<file path="src/hw/rtl/ppg_pkg.sv">
// ----------------------------------------------------------------------------
// ppg_pkg
// Shared types, widths and constants for the plasma pixel generator.
// ----------------------------------------------------------------------------
package ppg_pkg;

    localparam int X_BITS       = 9;
    localparam int Y_BITS       = 8;
    localparam int CORDIC_STEPS = 16;

    localparam int LW_W   = 9;
    localparam int COL_W  = 8;
    localparam int ADDR_W = 17;

    localparam logic [LW_W-1:0] LINE_WIDTH_RESET = LW_W'(320);

    // product widths: a = x*x*y, b = y*y*x
    localparam int NA_W = 2 * X_BITS + Y_BITS;
    localparam int NB_W = 2 * Y_BITS + X_BITS;
    localparam int N_W  = (NA_W > NB_W) ? NA_W : NB_W;

    // turns-per-count constant, split in two halves for the phase multiply
    localparam logic [63:0] PHASE_K   = 64'd2935890503282;
    localparam int          K_HALF_W  = 21;
    localparam logic [K_HALF_W-1:0] PHASE_K_LO = PHASE_K[K_HALF_W-1:0];
    localparam logic [K_HALF_W-1:0] PHASE_K_HI = PHASE_K[2*K_HALF_W-1:K_HALF_W];
    localparam int          PP_W      = N_W + K_HALF_W;

    // CORDIC datapath
    localparam int CW     = 18;
    localparam int ZW     = 34;
    localparam int STEP_W = (CORDIC_STEPS > 1) ? $clog2(CORDIC_STEPS) : 1;
    localparam logic signed [CW-1:0] CORDIC_X0 = CW'(19898);

    localparam int ATAN_N     = 24;
    localparam int ATAN_IDX_W = $clog2(ATAN_N);

    localparam logic [31:0] ATAN_TURNS [0:ATAN_N-1] = '{
        32'd536870912, 32'd316933406, 32'd167458907, 32'd85004756,
        32'd42667344,  32'd21354465,  32'd10679838,  32'd5340245,
        32'd2670163,   32'd1335087,   32'd667544,    32'd333772,
        32'd166886,    32'd83443,     32'd41722,     32'd20861,
        32'd10430,     32'd5215,      32'd2608,      32'd1304,
        32'd652,       32'd326,       32'd163,       32'd81
    };

    typedef struct packed {
        logic signed [CW-1:0] cx;
        logic signed [CW-1:0] cy;
        logic signed [ZW-1:0] z;
        logic                 flip;
    } lane_t;

endpackage

</file>
<file path="src/hw/rtl/ppg_cordic_stage.sv">
// ----------------------------------------------------------------------------
// ppg_cordic_stage
// One registered CORDIC rotation step for a single lane.
// ----------------------------------------------------------------------------
module ppg_cordic_stage (
    input  logic                       clk,
    input  logic                       en,
    input  logic [ppg_pkg::STEP_W-1:0] step,
    input  ppg_pkg::lane_t             lane_in,
    output ppg_pkg::lane_t             lane_out
);
    import ppg_pkg::*;

    logic signed [CW-1:0] dx;
    logic signed [CW-1:0] dy;
    logic signed [ZW-1:0] angle;
    lane_t                lane_reg;
    lane_t                lane_next;

    always_comb
    begin
        dx        = lane_in.cy >>> step;
        dy        = lane_in.cx >>> step;
        angle     = $signed({{(ZW-32){1'b0}}, ATAN_TURNS[ATAN_IDX_W'(step)]});
        lane_next = lane_in;
        // rotate towards zero residual angle
        if (!lane_in.z[ZW-1])
        begin
            lane_next.cx = lane_in.cx - dx;
            lane_next.cy = lane_in.cy + dy;
            lane_next.z  = lane_in.z - angle;
        end
        else
        begin
            lane_next.cx = lane_in.cx + dx;
            lane_next.cy = lane_in.cy - dy;
            lane_next.z  = lane_in.z + angle;
        end
    end

    always_ff @(posedge clk)
    begin
        if (en)
        begin
            lane_reg <= lane_next;
        end
    end

    assign lane_out = lane_reg;

endmodule

</file>
<file path="config.mk">
export PLATFORM = sky130hd
export DESIGN_NAME = ppg_cordic_stage
export DESIGN_NICKNAME = d
export VERILOG_FILES = /design/src/hw/rtl/ppg_pkg.sv /design/src/hw/rtl/ppg_cordic_stage.sv
export SDC_FILE = /design/constraint.sdc
export NUM_CORES = 1
export LEC_CHECK = 0
export ABC_AREA = 1
export BUFFER_PORTS_ARGS = -buffer_cell sky130_fd_sc_hd__buf_2
export CAP_MARGIN = 10
export CELL_PAD_IN_SITES_DETAIL_PLACEMENT = 1
export CELL_PAD_IN_SITES_GLOBAL_PLACEMENT = 1
export CORE_UTILIZATION = 35
export CTS_BUF_LIST = sky130_fd_sc_hd__clkbuf_8
export DETAILED_ROUTE_END_ITERATION = 6
export PLACE_DENSITY_LB_ADDON = 0.1
export SLEW_MARGIN = 15
export SYNTH_ARGS = -nofsm -noshare
export SYNTH_HDL_FRONTEND = slang
export SYNTH_SLANG_ARGS = --single-unit
</file>
<file path="constraint.sdc">
create_clock -name clk -period 3.3 [get_ports clk]
set_input_delay 0.165 -clock clk [delete_from_list [all_inputs] [get_ports clk]]
set_output_delay 0.165 -clock clk [all_outputs]
set_load 0.02 [all_outputs]
</file>
; ---- Yosys cells after proc, flatten, opt, wreduce, memory -nomap -nowiden
; Memories as Yosys holds them, arrays and structs flattened.
; Index checks and enable logic that the tools add are counted.
; Widths: inputs -> output; s select.
[word_totals]
reg_bits = 71
romBits = 1024
in_bits = 77
output_inout_bits = 71
wordCells = 18
mem_count = 1
[classes]
add_sub_neg = 6
order_cmp = 1
shifts = 2
mux = 3
bitwise = 1
[mem_list]
columns = name, words, word_bits, read_ports, rd_clocked_by_memory_dff, wr, line
row1 = (no name shown), 32, 32, 1, 0, 0, ppg_cordic_stage.sv:24  ; angle = $signed({{(ZW-32){1'b0}}, ATAN_TURNS[ATAN_IDX_W'(step)]});
[op_table]
columns = op, count
row1 = $mux 70, 1
row2 = $mux 32, 2
row3 = $add 18x18->18, 2
row4 = $sshr 18x4->18, 2
row5 = $sub 18x18->18, 2
row6 = $add 34x33->34, 1
row7 = $sub 34x33->34, 1
row8 = $ge 6x6->1 const B, 1
row9 = $not 4->6, 1

; ---- Depth between registers and ports, before layout
[logic_depth]
word_depth = 6
ltp_mapped = 28
depth_no_buf = 25

; ---- Worst setup path after synthesis
; No wires, ideal clock.
[synth_timing]
path_type = in2reg
start = input port step[1] in the netlist's numbering
end = register lane_reg, in the netlist lane_out[34], data pin
setup_time_ps = 262
arrival_ps = 3309
required_ps = 3038
setup_slack_ps = -271
stages = 26
path_buffers = 3
cell_sequence = buf_6 > inv_4 > buf_8 > buf_8 > ha_1 > nand2_1 > nand3_1 > nand2_2 > ha_1 > nand3_1 > nand3b_4 > o21ai_2 > xor2_1 > inv_1 > ha_1 > nand2_1 > inv_1 > nand2_1 > nor3_1 > nand3_1 > nand3_1 > nand2_1 > o211ai_1 > nand2_1 > nand2_1 > a21boi_0
[synth_lines]
columns = element, line
row1 = start: declaration, ppg_cordic_stage.sv:8  ; input logic [ppg_pkg::STEP_W-1:0] step,
row2 = end signal: assignment, ppg_cordic_stage.sv:45  ; lane_reg <= lane_next;
row3 = end: declaration, ppg_cordic_stage.sv:17  ; lane_t lane_reg;

==> results summary <==
The run finished, with violations left. The final reports fail on negative setup slack. The highest net fanout along the worst path is 8. The total power is 5.889 mW. The number of max-capacitance violations reported came out at 0. The number of global-route vias before repair is 11350. The tree is rooted in a sky130_fd_sc_hd__clkbuf_8. For this configuration, the core starts out at a cell density of 35.89%.

The family with the most delay on the worst path is simple AND/OR/NAND/NOR gates. The detailed-routing iteration count for the pre-antenna-repair pass is 5. The cell area after synthesis is 9116 um2. The floorplan step set the die height to 163.4 um.

The synthesis-to-layout area growth is 57.47%. At the end of the flow, the number of nets in the layout was 2003. By startpoint and endpoint, the worst setup path is classified as in2reg. The fraction of power consumed by sequential logic came out at 23.4%. After routing the design area is 14360 um2. The cell count after synthesis came out at 1294. The number of pins exceeding their max-slew limit in the final report is 0. The standard cell core area came out at 25400 um2. The internal power component came out at 3.395 mW. The headroom to the max-slew limit came out at 33.21%. The worst hold path belongs to the class in2reg. The filler cell count is 3285.

The number of antenna violations at the first check in global routing is 0. Timing would allow up to 302.3 MHz. The power per cell area is 410.2 nW/um2.

The number of clock sinks seen by CTS is 71. The post-synthesis register bit count came out at 71. The floorplan has 58 rows. The synthesized netlist contains 50 unique library cells.

The most critical setup path has its endpoint at lane_out[33]. The combined global-route utilization of all metal layers came out at 25.81%. The highest cell delay on the worst timing path came out at 320 ps.

The violation count after the first detailed-route iteration came out at 495. STA classifies the critical path startpoint as an input port. The top cell types in the final layout, fill and taps aside, are sky130_fd_sc_hd__buf_4, sky130_fd_sc_hd__nand2_1, sky130_fd_sc_hd__nand3_1, sky130_fd_sc_hd__buf_2, sky130_fd_sc_hd__inv_1. For this run the aggregate overflow at the end of global routing stands at 0. The worst hold slack came out at 98.41 ps. The number of vias per cell after detailed routing is 5.091. Setup violations remaining at the end of the flow were counted as 1.

The combinational power share came out at 63.8%. The net load switching power came out at 2.493 mW. The average cell area after synthesis came out at 7.045 um2. The overall die area came out at 26700 um2.

The number of nets produced by synthesis is 1452. The proportion of register bits with asynchronous set or reset after synthesis came out at 0%. The cell that appears most often on the critical path is sky130_fd_sc_hd__nand2_2. The required time of the critical path came out at 3440 ps. The fraction of final layout cells with drive strength greater than 1 came out at 43.46%. The top-level port count is 148. The most critical setup path has its startpoint at step[1].

Yosys mapped a number of flops with a built-in enable equal to 71. Dividing the detail-routed wire length by the instance count gives 16.94 um. Once routing completed, OpenROAD measured the worst setup slack at -7.714 ps. The type of destination of the critical path is a register. The via count came out at 11100. The time the worst path needs with I/O delays and setup is 3308 ps. The slowest library cell on the worst path is sky130_fd_sc_hd__ha_1.

Setup repair after global routing could not meet its margin everywhere. The clock tree from TritonCTS is built. The detail route stage leaves a number of antenna-violating nets equal to 0.

Input and output buffers added on the ports amount to 147. The post-DP HPWL came out at 28130 um. The H-tree generated during clock tree synthesis spans 3 levels. The buffer levels on the longest clock path is 2.

Wires add up to 36940 um. Leaving out fill and tap cells, the most frequent cell in the layout is sky130_fd_sc_hd__buf_4. The final hold violation count is 0. The number of clock buffers inserted by TritonCTS came out at 9. For this run, design rule violations remaining after detail routing come to 0. The leakage power summed over all cells is 7.206 nW. The highest ir drop seen on vdd is 317.9 uV.

The cell area after placement is 13070 um2. The portion of total power attributed to the clock network is 12.9%. The placer congestion estimate came out at 0.8873. The ratio of final minimum period to clock period came out at 100.2%. The Yosys step of the flow raised 0 warnings. The slew at the pin closest to its max-slew limit came out at 1002 ps. The maximum number of pins on one net before global-route repair is 72. The part of the Yosys area used for sequential elements came out at 23.39%. The chip width came out at 163.4 um. The predominant post-synthesis flop cell is sky130_fd_sc_hd__edfxtp_1.

Traced cell by cell, the critical path runs through buf_12 -> buf_12 -> nor2_4 -> buf_6 -> nor2_4 -> nand2_2 -> o21ai_4 -> nor4_4 -> nand3_4 -> nor2_2 -> nand2_2 -> nand2_4 -> xor2_2 -> ha_1 -> nand2_1 -> o21ai_0 -> a21oi_1 -> nand3_2 -> nand2_2 -> nand2_2 -> nand2_1 -> nand2_1 -> xor2_1. The number of flip-flops in the largest register came out at 71. The buffer and inverter count on the worst path is 3. The depth of the critical timing path with buffers and inverters included came out at 23.

The utilization after layout is 56.52%. The data arrival time of the worst path came out at 3450 ps. Net switching is 42.34% of the power.

The first global-routing pass estimated 54610 um of wire. After clock tree synthesis, the clock-pin slew on the worst setup and hold paths is 90 ps. The number of antenna diodes is 0.
## metrics by stage
stage | worst slack, ps | TNS, ps | cells
4_1_cts | -10.56 | -20.51 | 2159
6_report | -7.714 | -7.714 | 2180
2_1_floorplan | -117.2 | -658.1 | 1294
5_1_grt | -153.8 | -1143 | 2180
3_3_place_gp | -667.7 | -11960 | 2123
3_5_place_dp | -753.5 | -15270 | 2123
## power groups by stage
stage,logic (mW),clock network (mW),registers [mW]
CTS,3.49,0.783,1.38
detailed placement,3.39,0,1.40
floorplan,1.50,0,1.71
global placement,3.30,0,1.39
global route,4.08,0.803,1.40
finish,3.76,0.757,1.38
## area by class of cell
cell class	instances	area [um2]	area share (%)
sequential	71	2132	14.85
tap	330	412.9	2.876
multi-input combinational	1081	7042	49.05
timing repair buffer	582	4182	29.13
inverter	100	397.9	2.772
clock inverter	7	65.06	0.4532
clock buffer	9	123.9	0.8629
## worst min-delay path by stage
stage	from	to	slack, ps	cells after the start
floorplan	lane_in[0]	lane_out[0]	260	0
global placement	lane_in[0]	lane_out[0]	340	1
detailed placement	lane_in[0]	lane_out[0]	340	1
CTS	lane_in[1]	lane_out[1]	80	2
global route	lane_in[1]	lane_out[1]	100	2
finish	lane_in[1]	lane_out[1]	100	2
## routing by layer
layer	wire length, um	track usage [%]	vias up
li1	-	-	5456
met1	14930	29.32	5369
met2	20030	50.48	208
met3	953	2.209	65
met4	1016	7.137	0
met5	0	0	-
## cell families after synthesis
kind of cell | Yosys count | synth area share, %
AOI/OAI and AO/OA | 189 | 12.24
buffers and inverters | 142 | 7.809
DFF | 71 | 23.39
and+or+nand+nor | 698 | 34.34
xor gates and xnor gates | 113 | 10.86
adders and majority gates | 81 | 11.36
## cells in the mapped netlist (3+ instances only)
| cell type | n | share of area (%) |
|---|---|---|
| sky130_fd_sc_hd__a21boi_0 | 4 | 0.33 |
| sky130_fd_sc_hd__a21o_1 | 6 | 0.49 |
| sky130_fd_sc_hd__a21oi_1 | 84 | 4.6 |
| sky130_fd_sc_hd__a31oi_1 | 5 | 0.34 |
| sky130_fd_sc_hd__buf_2 | 17 | 0.93 |
| sky130_fd_sc_hd__buf_6 | 13 | 1.6 |
| sky130_fd_sc_hd__buf_8 | 4 | 0.66 |
| sky130_fd_sc_hd__clkbuf_1 | 4 | 0.16 |
| sky130_fd_sc_hd__edfxtp_1 | 71 | 23 |
| sky130_fd_sc_hd__fa_1 | 3 | 0.66 |
| sky130_fd_sc_hd__ha_1 | 78 | 11 |
| sky130_fd_sc_hd__inv_1 | 94 | 3.9 |
| sky130_fd_sc_hd__inv_2 | 3 | 0.12 |
| sky130_fd_sc_hd__inv_4 | 3 | 0.21 |
| sky130_fd_sc_hd__nand2_1 | 364 | 15 |
| sky130_fd_sc_hd__nand2_2 | 23 | 1.6 |
| sky130_fd_sc_hd__nand3_1 | 168 | 9.2 |
| sky130_fd_sc_hd__nand3_2 | 13 | 1.4 |
| sky130_fd_sc_hd__nand4_1 | 10 | 0.69 |
| sky130_fd_sc_hd__nor2_1 | 86 | 3.5 |
| sky130_fd_sc_hd__nor2_2 | 6 | 0.41 |
| sky130_fd_sc_hd__nor2_4 | 5 | 0.62 |
| sky130_fd_sc_hd__nor3_1 | 12 | 0.66 |
| sky130_fd_sc_hd__o211ai_1 | 5 | 0.41 |
| sky130_fd_sc_hd__o21a_1 | 3 | 0.25 |
| sky130_fd_sc_hd__o21ai_0 | 46 | 2.5 |
| sky130_fd_sc_hd__o21ai_1 | 8 | 0.44 |
| sky130_fd_sc_hd__o21ai_2 | 8 | 0.77 |
| sky130_fd_sc_hd__o21bai_1 | 4 | 0.33 |
| sky130_fd_sc_hd__o31ai_1 | 3 | 0.25 |
| sky130_fd_sc_hd__or2_2 | 3 | 0.21 |
| sky130_fd_sc_hd__xnor2_1 | 36 | 3.5 |
| sky130_fd_sc_hd__xor2_1 | 77 | 7.4 |
## repair_timing
action                     4_1_cts  5_1_grt
buffers inserted                19       20
hold endpoints to repair         1        0
pin swaps                       31       73
setup endpoints to repair       19       31
gates cloned                     0        1
hold buffers                     1        0
resized for setup               45      142
Note: power is estimated with default switching activity, not from simulation.
